### config.mk
export PLATFORM = sky130hd
export DESIGN_NAME = dsot_ctrl
export DESIGN_NICKNAME = d
export VERILOG_FILES = /design/src/rtl/core/dsot_pkg.sv /design/src/rtl/core/dsot_ctrl.sv
export SDC_FILE = /design/constraint.sdc
export NUM_CORES = 1
export LEC_CHECK = 0
export ABC_AREA = 1
export BUFFER_PORTS_ARGS = -buffer_cell sky130_fd_sc_hd__buf_2
export CORE_AREA = 2 2 39 41
export DETAILED_ROUTE_END_ITERATION = 8
export DIE_AREA = 0 0 41 43
export PLACE_DENSITY = 0.73
export SETUP_SLACK_MARGIN = 0.5
export SYNTH_ARGS = -nofsm -noshare
export SYNTH_HDL_FRONTEND = slang
export SYNTH_SLANG_ARGS = --single-unit
### constraint.sdc
create_clock -name i_clk -period 1.8 [get_ports i_clk]
set_input_delay 0.36 -clock i_clk [delete_from_list [all_inputs] [get_ports i_clk]]
set_output_delay 0.36 -clock i_clk [all_outputs]
set_load 0.02 [all_outputs]
### src/rtl/core/dsot_pkg.sv
// Package with widths, codes and control structs shared by the order table modules.
`timescale 1ns / 1ps
`default_nettype none
package dsot_pkg;
    localparam int DEF_TABLE_DEPTH = 32;
    localparam int ACT_W  = 2;
    localparam int STAT_W = 2;
    localparam int DATE_W = 27;
    localparam int CODE_W = 24;
    localparam int PRIO_W = 8;
    localparam int REC_W  = 16;
    localparam logic [PRIO_W-1:0] PROMOTE_PRIO = PRIO_W'(1);

    typedef enum logic [ACT_W-1:0] {
        ACT_INSERT  = 2'd0,
        ACT_SETPRIO = 2'd1,
        ACT_PROMOTE = 2'd2,
        ACT_DUMP    = 2'd3
    } t_action;

    typedef enum logic [STAT_W-1:0] {
        ST_OK        = 2'd0,
        ST_FULL      = 2'd1,
        ST_NOT_FOUND = 2'd2,
        ST_EMPTY     = 2'd3
    } t_status;

    typedef struct packed {
        logic [DATE_W-1:0] date;
        logic [CODE_W-1:0] code;
        logic [PRIO_W-1:0] prio;
        logic [REC_W-1:0]  rec;
    } t_entry;

    typedef struct packed {
        logic load;
        logic idx_clr;
        logic idx_inc;
        logic insert;
        logic set_prio;
        logic rotate;
    } t_cmd;

    typedef struct packed {
        logic full;
        logic empty;
        logic idx_end;
        logic idx_last;
        logic date_le;
        logic code_eq;
        logic prio_one;
    } t_sts;

    typedef struct packed {
        logic    valid;
        t_status status;
        logic    use_data;
        logic    last;
    } t_emit;
endpackage
`default_nettype wire

### src/rtl/core/dsot_ctrl.sv
// Controller state machine that sequences table walks and result beats.
`timescale 1ns / 1ps
`default_nettype none
module dsot_ctrl (
    input  wire logic                       i_clk,
    input  wire logic                       i_rst_n,
    input  wire logic                       i_in_valid,
    input  wire logic [dsot_pkg::ACT_W-1:0] i_action,
    input  wire logic                       i_out_free,
    input  wire dsot_pkg::t_sts             i_sts,
    output logic                            o_idle,
    output dsot_pkg::t_cmd                  o_cmd,
    output dsot_pkg::t_emit                 o_emit
);
    import dsot_pkg::*;

    typedef enum logic [1:0] {S_IDLE, S_SCAN, S_DUMP, S_DONE} t_state;

    t_state  r_state, n_state;
    t_action r_action, n_action;
    t_status r_status, n_status;

    assign o_idle = (r_state == S_IDLE);

    always_comb begin
        n_state  = r_state;
        n_action = r_action;
        n_status = r_status;
        o_cmd    = '0;
        o_emit   = '0;
        case (r_state)
            S_IDLE: begin
                if (i_in_valid) begin
                    o_cmd.load    = 1'b1;
                    o_cmd.idx_clr = 1'b1;
                    n_action      = t_action'(i_action);
                    n_state       = S_SCAN;
                end
            end
            S_SCAN: begin
                case (r_action)
                    ACT_INSERT: begin
                        if (i_sts.full) begin
                            n_status = ST_FULL;
                            n_state  = S_DONE;
                        end else if (i_sts.idx_end || !i_sts.date_le) begin
                            o_cmd.insert = 1'b1;
                            n_status     = ST_OK;
                            n_state      = S_DONE;
                        end else begin
                            o_cmd.idx_inc = 1'b1;
                        end
                    end
                    ACT_SETPRIO: begin
                        if (i_sts.idx_end) begin
                            n_status = ST_NOT_FOUND;
                            n_state  = S_DONE;
                        end else if (i_sts.code_eq) begin
                            o_cmd.set_prio = 1'b1;
                            n_status       = ST_OK;
                            n_state        = S_DONE;
                        end else begin
                            o_cmd.idx_inc = 1'b1;
                        end
                    end
                    ACT_PROMOTE: begin
                        if (i_sts.idx_end) begin
                            n_status = ST_OK;
                            n_state  = S_DONE;
                        end else begin
                            o_cmd.rotate  = i_sts.prio_one;
                            o_cmd.idx_inc = 1'b1;
                        end
                    end
                    default: begin
                        if (i_sts.empty) begin
                            n_status = ST_EMPTY;
                            n_state  = S_DONE;
                        end else begin
                            n_state = S_DUMP;
                        end
                    end
                endcase
            end
            S_DUMP: begin
                if (i_out_free) begin
                    o_emit.valid    = 1'b1;
                    o_emit.status   = ST_OK;
                    o_emit.use_data = 1'b1;
                    o_emit.last     = i_sts.idx_last;
                    o_cmd.idx_inc   = 1'b1;
                    if (i_sts.idx_last) begin
                        n_state = S_IDLE;
                    end
                end
            end
            S_DONE: begin
                if (i_out_free) begin
                    o_emit.valid  = 1'b1;
                    o_emit.status = r_status;
                    o_emit.last   = 1'b1;
                    n_state       = S_IDLE;
                end
            end
            default: n_state = S_IDLE;
        endcase
    end

    always_ff @(posedge i_clk) begin
        if (!i_rst_n) begin
            r_state  <= S_IDLE;
            r_action <= ACT_INSERT;
            r_status <= ST_OK;
        end else begin
            r_state  <= n_state;
            r_action <= n_action;
            r_status <= n_status;
        end
    end
endmodule
`default_nettype wire

==> results of run 1 <==
through the flow:
stage                     hold slack [ns]  instance area [µm²]
after global placement              0.505                  865
after floorplan                     0.473                  732
after global routing                0.389                 1230
final                               0.380                 1230
after detailed placement            0.510                  865
after CTS                           0.371                 1090
per-layer routing:
metal	share of wire, %	vias to the layer above	wire length, µm	global-route usage, %
li1	-	389	-	-
met1	35	349	735	23.5
met2	57	33	1210	44.7
met3	5.5	10	117	4.71
met4	3.2	0	68	6.67
met5	0	-	0	0
how the worst min path moves through the flow:
stage / startpoint / endpoint / slack [ns]
CTS: i_rst_n / r_state[0] / 0.37
global route: i_rst_n / r_state[0] / 0.39
finish: i_rst_n / r_state[0] / 0.38
global placement: r_status[0] / r_status[0] / 0.50
detailed placement: r_status[0] / r_status[0] / 0.51
floorplan: i_rst_n / r_state[1] / 0.47
layout make-up:
| cell class | instances | area (µm²) | area share [%] |
|---|---|---|---|
| clock buffer | 3 | 22.5 | 1.83 |
| inverter | 20 | 103 | 8.34 |
| multi-input combinational | 69 | 639 | 52.0 |
| sequential | 6 | 135 | 11.0 |
| tap | 16 | 20.0 | 1.63 |
| timing repair buffer | 41 | 310 | 25.2 |
state kept, by name (all words and copies together) (netlist names):
register / flops
r_action: 2
r_state: 2
r_status: 2
critical path: cells and delay by family, from the launching register on:
family          cells  cell delay (ns)
compound gates      1             0.13
buf+inv             2             0.19
flops               1             0.37
simple gates        5             0.31
kinds of logic after synthesis:
logic type                 Yosys count  synth area share (%)
buffers and inverters               21                  14.6
DFF                                  6                  21.2
AOI/OAI and AO/OA                   10                  9.27
and+or+nand+nor                     54                  43.9
adders and majority gates            5                  11.0
cells in the final DEF, fill, tap and decap left out, types with 3 or more instances in the layout:
master,instances
buf_4,17
o21ai_0,3
inv_4,5
dfxtp_4,4
clkbuf_4,3
nor2_1,6
nor2_2,3
buf_6,10
a21oi_1,5
nand2_2,5
nand2_4,9
nand3_4,3
buf_2,14
nand2_1,10
inv_1,11
nor2_4,8
ha_4,4
where the power goes:
group / leakage [µW] / internal (µW) / switching [µW]
logic: 0.000541 / 646 / 719
clock network: 0.0000138 / 75.7 / 52.7
registers: 0.0000521 / 210 / 86.6
total: 0.000606 / 932 / 858
timing repair:
item / CTS / global route
resized for setup: 33 / 25
hold buffers: 0 / 0
endpoints found under the setup margin: 13 / 16
pin swaps: 12 / 11
buffers inserted: 12 / 5
==> summary.txt, run 1 <==
Routing
  • Post-route DRC: 0
  • Drt via density: 5.04
  • Pre-Repair DR Iteration Count: 4
  • First DRT Iteration DRCs: 12
  • WL per Instance: 13.7 µm
  • Total number of vias: 781
  • Routed wire length: between 2 and 2.5 mm
  • Post-route ant nets: 0

Global routing
  • GRT Total Usage: 23.6%
  • Global route total overflow: 0
  • Vias in the first global route: 712
  • Largest net degree at the start of global routing: 7
  • Initial antenna violation count: 0
  • Global-route wire length before repair: 2.88 mm

STA
  • Fin crit period: 1.62 ns
  • Period utilization: around nine tenths
  • Count of final setup violators: 0
  • Max_slew headroom: between 80% and 90%
  • RSZ-0062 raised after global routing: yes
  • Worst slew pin tran: 0.254 ns
  • Setup ws final: 0.177 ns
  • Fmax: 616 MHz
  • Skew final: about 0.0059 ns
  • Setup TNS: 0 ns
  • Slew Viols, Final: 0
  • Final hold violation count: 0

Synth
  • Mapped Cells: 96
  • Sequential fraction of the synthesis area: 21.2%
  • Most frequent cell after synthesis: nand2_1
  • Synth Register Bits: 6
  • Async set-reset flop share out of synthesis: 0%
  • EDFF count, synth: 0
  • Post-synth top cells: 23 x nand2_1, 19 x inv_1, 12 x nor2_1
  • Total number of yosys warnings: 0
  • Cell variety after synth: 18
  • Leading area contributor after synthesis: dfxtp_1
  • Post-synthesis cell area: 567 µm²
  • Net Count, Synth: 114
  • Main flop type after synthesis: dfxtp_1
  • Top cell type's share of synthesized area: 21.2%
  • Leading post-synthesis cells by cell area: dfxtp_1 21%, nand2_1 15%, inv_1 13%
  • Syn avg cell area: 5.90 µm²

Clocking
  • Clock Pin Slew Worst Setup and Hold Paths: 0.05 ns
  • TritonCTS buffer count: 3
  • Max clock buf depth: 2
  • Clk sink count: 6
  • CTS tree: built
  • Clock latency on the worst-skew pair: ~0.25 ns
  • H-Tree Level Count: 1
  • CTS Root Cell: clkbuf_4

Critical path
  • Setup crit end kind: primary output
  • Worst endpoint data arrival time: 1.26 ns
  • Setup crit end: o_cmd[3]
  • Critical Path Max Stage Delay: roughly 0.37 ns
  • Worst R2R Start: r_state[1]
  • CP max-delay cell: dfxtp_4
  • Crit Path Class: reg2out
  • CP cell instances: inv_4 > nand2_2 > nor2_4 > nor2_4 > nand2_2 > nand2_2 > a21boi_4 > buf_6
  • Critical path launch point type: flop
  • Reg-to-reg slack, setup: 0.27 ns
  • Critical Path Fanout Max: 5
  • R2r endpoint: r_state[0]
  • Worst R2R Path Depth: 11
  • Most frequent CP cell: nand2_2
  • CP required: about 1.4 ns
  • Crit. Startpoint: r_action[1]

Final layout
  • Area grow syn2layout: 117%
  • Fraction of layout cells with a size suffix above 1: 69.8%
  • Nets: 159
  • Antenna cells: 0
  • Final Core Density: between 80 and 90%
  • Fill count: 64
  • Non-Filler Instances: 155

Flow run
  • Max Cap Violations: 0

Worst hold path
  • Hold path depth: 3
  • Worst min-delay path class: in2reg

Placement
  • Worst slack, placed: 0.144 ns
  • Cell Count Post-Placement: 135
  • # port buffers: 24
  • Detailed-placement wirelength estimate: 1.15 mm
  • Routability cong.: 0.801

Power and ir drop
  • Pwr/cell area: 1460 nW/µm²
  • LEAKAGE: around 0.00061 µW
  • VDD IR max: a little under 1000 µV
  • Power Total: ~1800 µW

Floorplan
  • Full die area: 1760 µm²
  • Die width: 41 µm
  • IO Count: 25
  • Area of the core: about 1400 µm²
  • Site row count: 14
  • Vert. Die Dim: 43 µm
  • Initial Util: 41.0%

Status
  • Status: completed
Power figures use the tool's default switching activity.
==> run 2: changes to the inputs <==
Settings changed: CORE_AREA 2 2 39 41 to default, CORE_ASPECT_RATIO from default to 0.8, CORE_MARGIN from default to 2, CORE_UTILIZATION from default to 30, DIE_AREA 0 0 41 43 to default, PLACE_DENSITY 0.73 to default.
==> summary.txt, run 2 (synthesized netlist as in run 1, its figures left out) <==
Status
  • Status: completed (unchanged)

Floorplan
  • Full die area: 2260 µm² (was 1760 µm²)
  • Die width: 52.6 µm (was 41 µm)
  • IO Count: 25 (unchanged)
  • Initial Util: 31.1% (was 41.0%)
  • Site row count: 14 (unchanged)
  • Area of the core: 1820 µm² (was 1380 µm²)
  • Vert. Die Dim: 42.9 µm (was 43 µm)

Worst hold path
  • Hold path depth: 3 (unchanged)
  • Worst min-delay path class: in2reg (unchanged)

Critical path
  • Crit Path Class: reg2out (unchanged)
  • Worst path bufs/invs: 2 (unchanged)
  • Critical path launch point type: flop (unchanged)
  • Worst endpoint data arrival time: 1.29 ns (was 1.26 ns)
  • CP max-delay cell: dfxtp_4 (unchanged)
  • Critical Path Fanout Max: 6 (was 5)
  • WP depth: 5 (was 8)
  • CP cell instances: inv_4 > ha_4 > nand2_4 > nor3b_4 > buf_6 (was inv_4 > nand2_2 > nor2_4 > nor2_4 > nand2_2 > nand2_2 > a21boi_4 > buf_6)
  • CP required: 1.44 ns (about the same)
  • Critical Path Max Stage Delay: 0.36 ns (was 0.37 ns)
  • Worst R2R Path Depth: 8 (was 11)
  • Setup crit end kind: primary output (unchanged)
  • CP delay by family, top: flip-flops (unchanged)

STA
  • Worst slew pin tran: 0.338 ns (was 0.254 ns)
  • Fmax: 606 MHz (was 616 MHz)
  • Count of final setup violators: 0 (unchanged)
  • Period utilization: 91.7% (was 90.2%)
  • Slew Viols, Final: 0 (unchanged)
  • Setup TNS: 0 ns (unchanged)
  • Skew final: 0.0110 ns (was 0.00587 ns)
  • RSZ-0062 raised after global routing: yes (unchanged)
  • Final hold violation count: 0 (unchanged)
  • Fin crit period: 1.65 ns (was 1.62 ns)
  • Max_slew headroom: 77.3% (was 83.0%)

Global routing
  • Vias in the first global route: 635 (was 712)
  • GRT Total Usage: 16.3% (was 23.6%)
  • Global route total overflow: 0 (unchanged)
  • Initial antenna violation count: 0 (unchanged)
  • Global-route wire length before repair: 2.74 mm (was 2.88 mm)
  • Largest net degree at the start of global routing: 7 (unchanged)

Final layout
  • Final Core Density: 59.3% (was 88.9%)
  • Fill count: 169 (was 64)
  • Non-Filler Instances: 153 (was 155)
  • Antenna cells: 0 (unchanged)
  • Commonest non-fill, non-tap cells in the layout: 13 x buf_2, 12 x inv_1, 11 x nand2_1, 11 x buf_4 (was 17 x buf_4, 14 x buf_2, 11 x inv_1)
  • Most common cell after layout, fill and taps aside: buf_2 (was buf_4)
  • Area grow syn2layout: 90.7% (was 117%)
  • Biggest regs: r_action (2), r_state (2), r_status (2) (unchanged)
  • Fraction of layout cells with a size suffix above 1: 62.0% (was 69.8%)
  • Nets: 149 (was 159)

Power and ir drop
  • VDD IR max: 856 µV (was 973 µV)
  • LEAKAGE: 0.000535 µW (was 0.000606 µW)
  • Power Total: 1510 µW (was 1790 µW)
  • Pwr/cell area: 1400 nW/µm² (was 1460 nW/µm²)

Routing
  • Drt via density: 4.54 (was 5.04)
  • WL per Instance: 10.5 µm (was 13.7 µm)
  • Total number of vias: 695 (was 781)
  • Pre-Repair DR Iteration Count: 4 (unchanged)
  • Post-route DRC: 0 (unchanged)
  • Routed wire length: 1.60 mm (was 2.13 mm)
  • First DRT Iteration DRCs: 12 (unchanged)
  • Post-route ant nets: 0 (unchanged)

Clocking
  • CTS Root Cell: clkbuf_4 (unchanged)
  • Clock Pin Slew Worst Setup and Hold Paths: 0.05 ns (about the same)
  • # hold bufs at CTS: 0 (unchanged)
  • CTS tree: built (unchanged)
  • Clk sink count: 6 (unchanged)
  • TritonCTS buffer count: 3 (unchanged)
  • H-Tree Level Count: 1 (unchanged)
  • Max clock buf depth: 2 (unchanged)
  • Clock latency on the worst-skew pair: 0.25 ns (about the same)

Placement
  • # port buffers: 24 (unchanged)
  • Cell Count Post-Placement: 143 (was 135)
  • Detailed-placement wirelength estimate: 1.19 mm (was 1.15 mm)
  • Routability cong.: 0.711 (was 0.801)

Flow run
  • Max Cap Violations: 0 (unchanged)
run 2: cell types whose count changed in the layout (fill, tap and decap cells not counted), moves of 2 or more:
cell	change
ha_4	-2
nand2_2	+2
inv_2	-2
buf_4	-6
buf_6	-3
nand3_1	+2
nand3_4	-2
nand2_4	-3
run 2: cell type report:
class                      count  area (µm²)  area share, %
tap                           24        30.0           2.78
multi-input combinational     69         562           52.0
sequential                     6         135           12.5
clock buffer                   3        22.5           2.08
timing repair buffer          31         226           20.9
inverter                      20         105           9.72
run 2: final timing paths:
kind               startpoint          end  slack [ns]
setup / recovery   r_state[1]     o_cmd[0]        0.15
hold / removal        i_rst_n   r_state[0]        0.37
setup reg to reg   r_state[1]   r_state[0]        0.47
hold reg to reg   r_action[0]  r_action[0]        0.52
run 2: per-stage QoR:
step | instance area [µm²] | setup slack, ns | hold WS [ns]
floorplan | 732 | 0.481 | 0.473
CTS | 1030 | 0.145 | 0.362
detailed placement | 875 | 0.143 | 0.515
global placement | 875 | 0.156 | 0.509
global route | 1080 | 0.0960 | 0.381
finish | 1080 | 0.150 | 0.374
run 2: power by group:
group,internal (µW),switching (µW),leakage (µW)
Combinational,501,581,0.000469
Sequential,210,87.5,0.0000521
Clock,75.7,53.4,0.0000138
Total,787,722,0.000535
run 2: repair_timing:
| item | in CTS | in global routing |
|---|---|---|
| pin swaps | 13 | 5 |
| gates resized for setup | 31 | 11 |
| buffers inserted | 6 | 1 |
| setup endpoints to repair | 13 | 16 |
| endpoints found under the hold margin | 0 | 0 |
run 2: layer usage:
layer  GRT usage (%)  part of all wire [%]
met5               0                     0
met4            4.62                     0
met3            4.23                   5.1
met2            22.3                    46
met1            24.6                    49
run 2: tightest hold or removal path: cells and delay by family:
kind	cells	cell delay, ns
AND/OR/NAND/NOR	2	0.09
buffers and inverters	1	0.14
==> run 3: changes to the inputs <==
Settings changed: REMOVE_ABC_BUFFERS from default to 1.
==> summary.txt, run 3 (synthesized netlist as in run 1, its figures left out) <==
Routing
  • Pre-Repair DR Iteration Count: 4 (unchanged)
  • First DRT Iteration DRCs: 13 (was 12)
  • Total number of vias: 723 (was 695)
  • Post-route DRC: 0 (unchanged)
  • Drt via density: 4.61 (was 4.54)
  • WL per Instance: 10.1 µm (was 10.5 µm)
  • Post-route ant nets: 0 (unchanged)
  • Routed wire length: 1.59 mm (was 1.60 mm)

STA
  • Worst slew pin tran: 0.201 ns (was 0.338 ns)
  • Period utilization: 90.4% (was 91.7%)
  • Fmax: 614 MHz (was 606 MHz)
  • Slew Viols, Final: 0 (unchanged)
  • Final hold violation count: 0 (unchanged)
  • Max_slew headroom: 86.5% (was 77.3%)
  • Skew final: 0.000335 ns (was 0.0110 ns)
  • Fin crit period: 1.63 ns (was 1.65 ns)
  • RSZ-0062 raised after global routing: yes (unchanged)
  • Setup TNS: 0 ns (unchanged)
  • Count of final setup violators: 0 (unchanged)

Clocking
  • H-Tree Level Count: 1 (unchanged)
  • Clk sink count: 6 (unchanged)
  • TritonCTS buffer count: 3 (unchanged)
  • Clock Pin Slew Worst Setup and Hold Paths: 0.05 ns (about the same)
  • Max clock buf depth: 2 (unchanged)
  • CTS tree: built (unchanged)
  • Clock latency on the worst-skew pair: 0.24 ns (was 0.25 ns)
  • CTS Root Cell: clkbuf_4 (unchanged)
  • # hold bufs at CTS: 0 (unchanged)

Floorplan
  • Die width: 52.6 µm (unchanged)
  • Initial Util: 31.1% (unchanged)
  • IO Count: 25 (unchanged)
  • Site row count: 14 (unchanged)
  • Area of the core: 1820 µm² (unchanged)
  • Vert. Die Dim: 42.9 µm (unchanged)
  • Full die area: 2260 µm² (unchanged)

Power and ir drop
  • Clock power share: 9.1% (was 8.6%)
  • VDD IR max: 929 µV (was 856 µV)
  • Pwr/cell area: 1400 nW/µm² (about the same)
  • Combinational Power Share: 71.5% (was 71.7%)
  • Net switching share of the total power: 46.7% (was 47.9%)
  • Int Power: 752 µW (was 787 µW)
  • Sequential Power Share: 19.4% (was 19.7%)
  • LEAKAGE: 0.000517 µW (was 0.000535 µW)
  • Sw Pwr: 658 µW (was 722 µW)

Global routing
  • Global-route wire length before repair: 2.73 mm (was 2.74 mm)
  • Largest net degree at the start of global routing: 7 (unchanged)
  • Initial antenna violation count: 0 (unchanged)
  • Global route total overflow: 0 (unchanged)
  • GRT Total Usage: 15.9% (was 16.3%)
  • Vias in the first global route: 694 (was 635)

Final layout
  • Footprint of the multi-input gates: 493 µm² (was 562 µm²)
  • Final Core Density: 55.1% (was 59.3%)
  • Antenna cells: 0 (unchanged)
  • Area grow syn2layout: 77.0% (was 90.7%)
  • Fill count: 189 (was 169)
  • Register Area: 133 µm² (was 135 µm²)
  • Commonest non-fill, non-tap cells in the layout: 18 x buf_4, 16 x nand2_1, 15 x inv_1 (was 13 x buf_2, 12 x inv_1, 11 x nand2_1, 11 x buf_4)
  • Nets: 153 (was 149)
  • Fraction of layout cells with a size suffix above 1: 56.4% (was 62.0%)
  • Most common cell after layout, fill and taps aside: buf_4 (was buf_2)
  • Biggest regs: r_action (2), r_state (2), r_status (2) (unchanged)

Critical path
  • Reg-to-reg slack, setup: 0.47 ns (about the same)
  • Critical Path Max Stage Delay: 0.37 ns (was 0.36 ns)
  • CP delay by family, top: flip-flops (unchanged)
  • Setup crit end kind: primary output (unchanged)
  • Worst endpoint data arrival time: 1.27 ns (was 1.29 ns)
  • Worst path bufs/invs: 2 (unchanged)
  • CP required: 1.44 ns (about the same)
  • Crit Path Class: reg2out (unchanged)
  • Critical path launch point type: flop (unchanged)
  • CP cell instances: inv_4 > nand2_4 > nor2_4 > nor2_4 > nand2_1 > nand2_1 > a21boi_2 > buf_6 (was inv_4 > ha_4 > nand2_4 > nor3b_4 > buf_6)
  • Critical Path Fanout Max: 4 (was 6)
  • CP max-delay cell: dfxtp_4 (unchanged)

Flow run
  • Max Cap Violations: 0 (unchanged)

Worst hold path
  • Worst min-delay path class: in2reg (unchanged)

Placement
  • # port buffers: 24 (unchanged)
  • Routability cong.: 0.768 (was 0.711)
  • Detailed-placement wirelength estimate: 1.07 mm (was 1.19 mm)

Status
  • Status: completed (unchanged)
-- run 3: cell types whose count changed in the layout (fill, tap and decap cells not counted), moves of 4 or more --
cell / before / now
buf_4: 11 / 18
nand2_1: 11 / 16
inv_4: 6 / 2
nand2_4: 6 / 2
-- run 3: per-layer routing --
| metal | vias to the layer above | part of all wire [%] | track usage [%] |
|---|---|---|---|
| met3 | 2 | 5.4 | 6.69 |
| met1 | 327 | 47 | 20.0 |
| met2 | 20 | 46 | 26.0 |
| met5 | - | 0 | 0 |
| met4 | 0 | 0.88 | 1.54 |
| li1 | 374 | - | - |
-- run 3: cell type report --
class,instances,area share (%)
well taps,24,2.99
repair buffers,35,24.4
clock buffers,3,2.24
flip-flops and latches,6,13.2
multi-input cells,69,49.1
inverters,20,7.98
-- run 3: worst register-to-register path, stage by stage (launching register included) --
cell,delay (ns)
dfxtp_2,0.33
buf_6,0.13
ha_4,0.17
buf_6,0.11
nand2_2,0.05
nand3_2,0.09
nor2_4,0.14
nand3_2,0.08
nand2_1,0.08
nor2_1,0.04
-- run 3: what timing repair did --
item,in CTS,in global routing
setup buffers,10,0
gates resized for setup,50,9
pin swaps,16,4
endpoints found under the setup margin,13,16
-- run 3: through the flow --
| stage | hold WS, ns | power, µW | instances | worst slack [ns] | instance area (µm²) |
|---|---|---|---|---|---|
| after floorplan | 0.481 | 722 | 95 | 0.157 | 559 |
| after global placement | 0.508 | 892 | 144 | 0.172 | 717 |
| after detailed placement | 0.511 | 891 | 144 | 0.154 | 717 |
| after CTS | 0.375 | 1380 | 157 | 0.171 | 975 |
| after global routing | 0.396 | 1540 | 157 | 0.103 | 1000 |
| final | 0.384 | 1410 | 157 | 0.172 | 1000 |
-- run 3: path summary, 6_finish.rpt --
check,startpoint,endpoint,depth (start not counted)
worst max-delay path,r_action[0],o_cmd[3],8
worst min-delay path,i_rst_n,r_state[0],3
worst min register to register,r_status[0],r_status[0],4
worst max register to register,r_state[1],r_state[1],9
-- run 3: power groups by stage --
stage	Sequential [µW]	Clock (µW)	Combinational [µW]
after detailed placement	235	0	656
after global placement	234	0	658
after global routing	280	140	1120
after CTS	272	132	981
final	273	129	1010
after floorplan	234	0	489
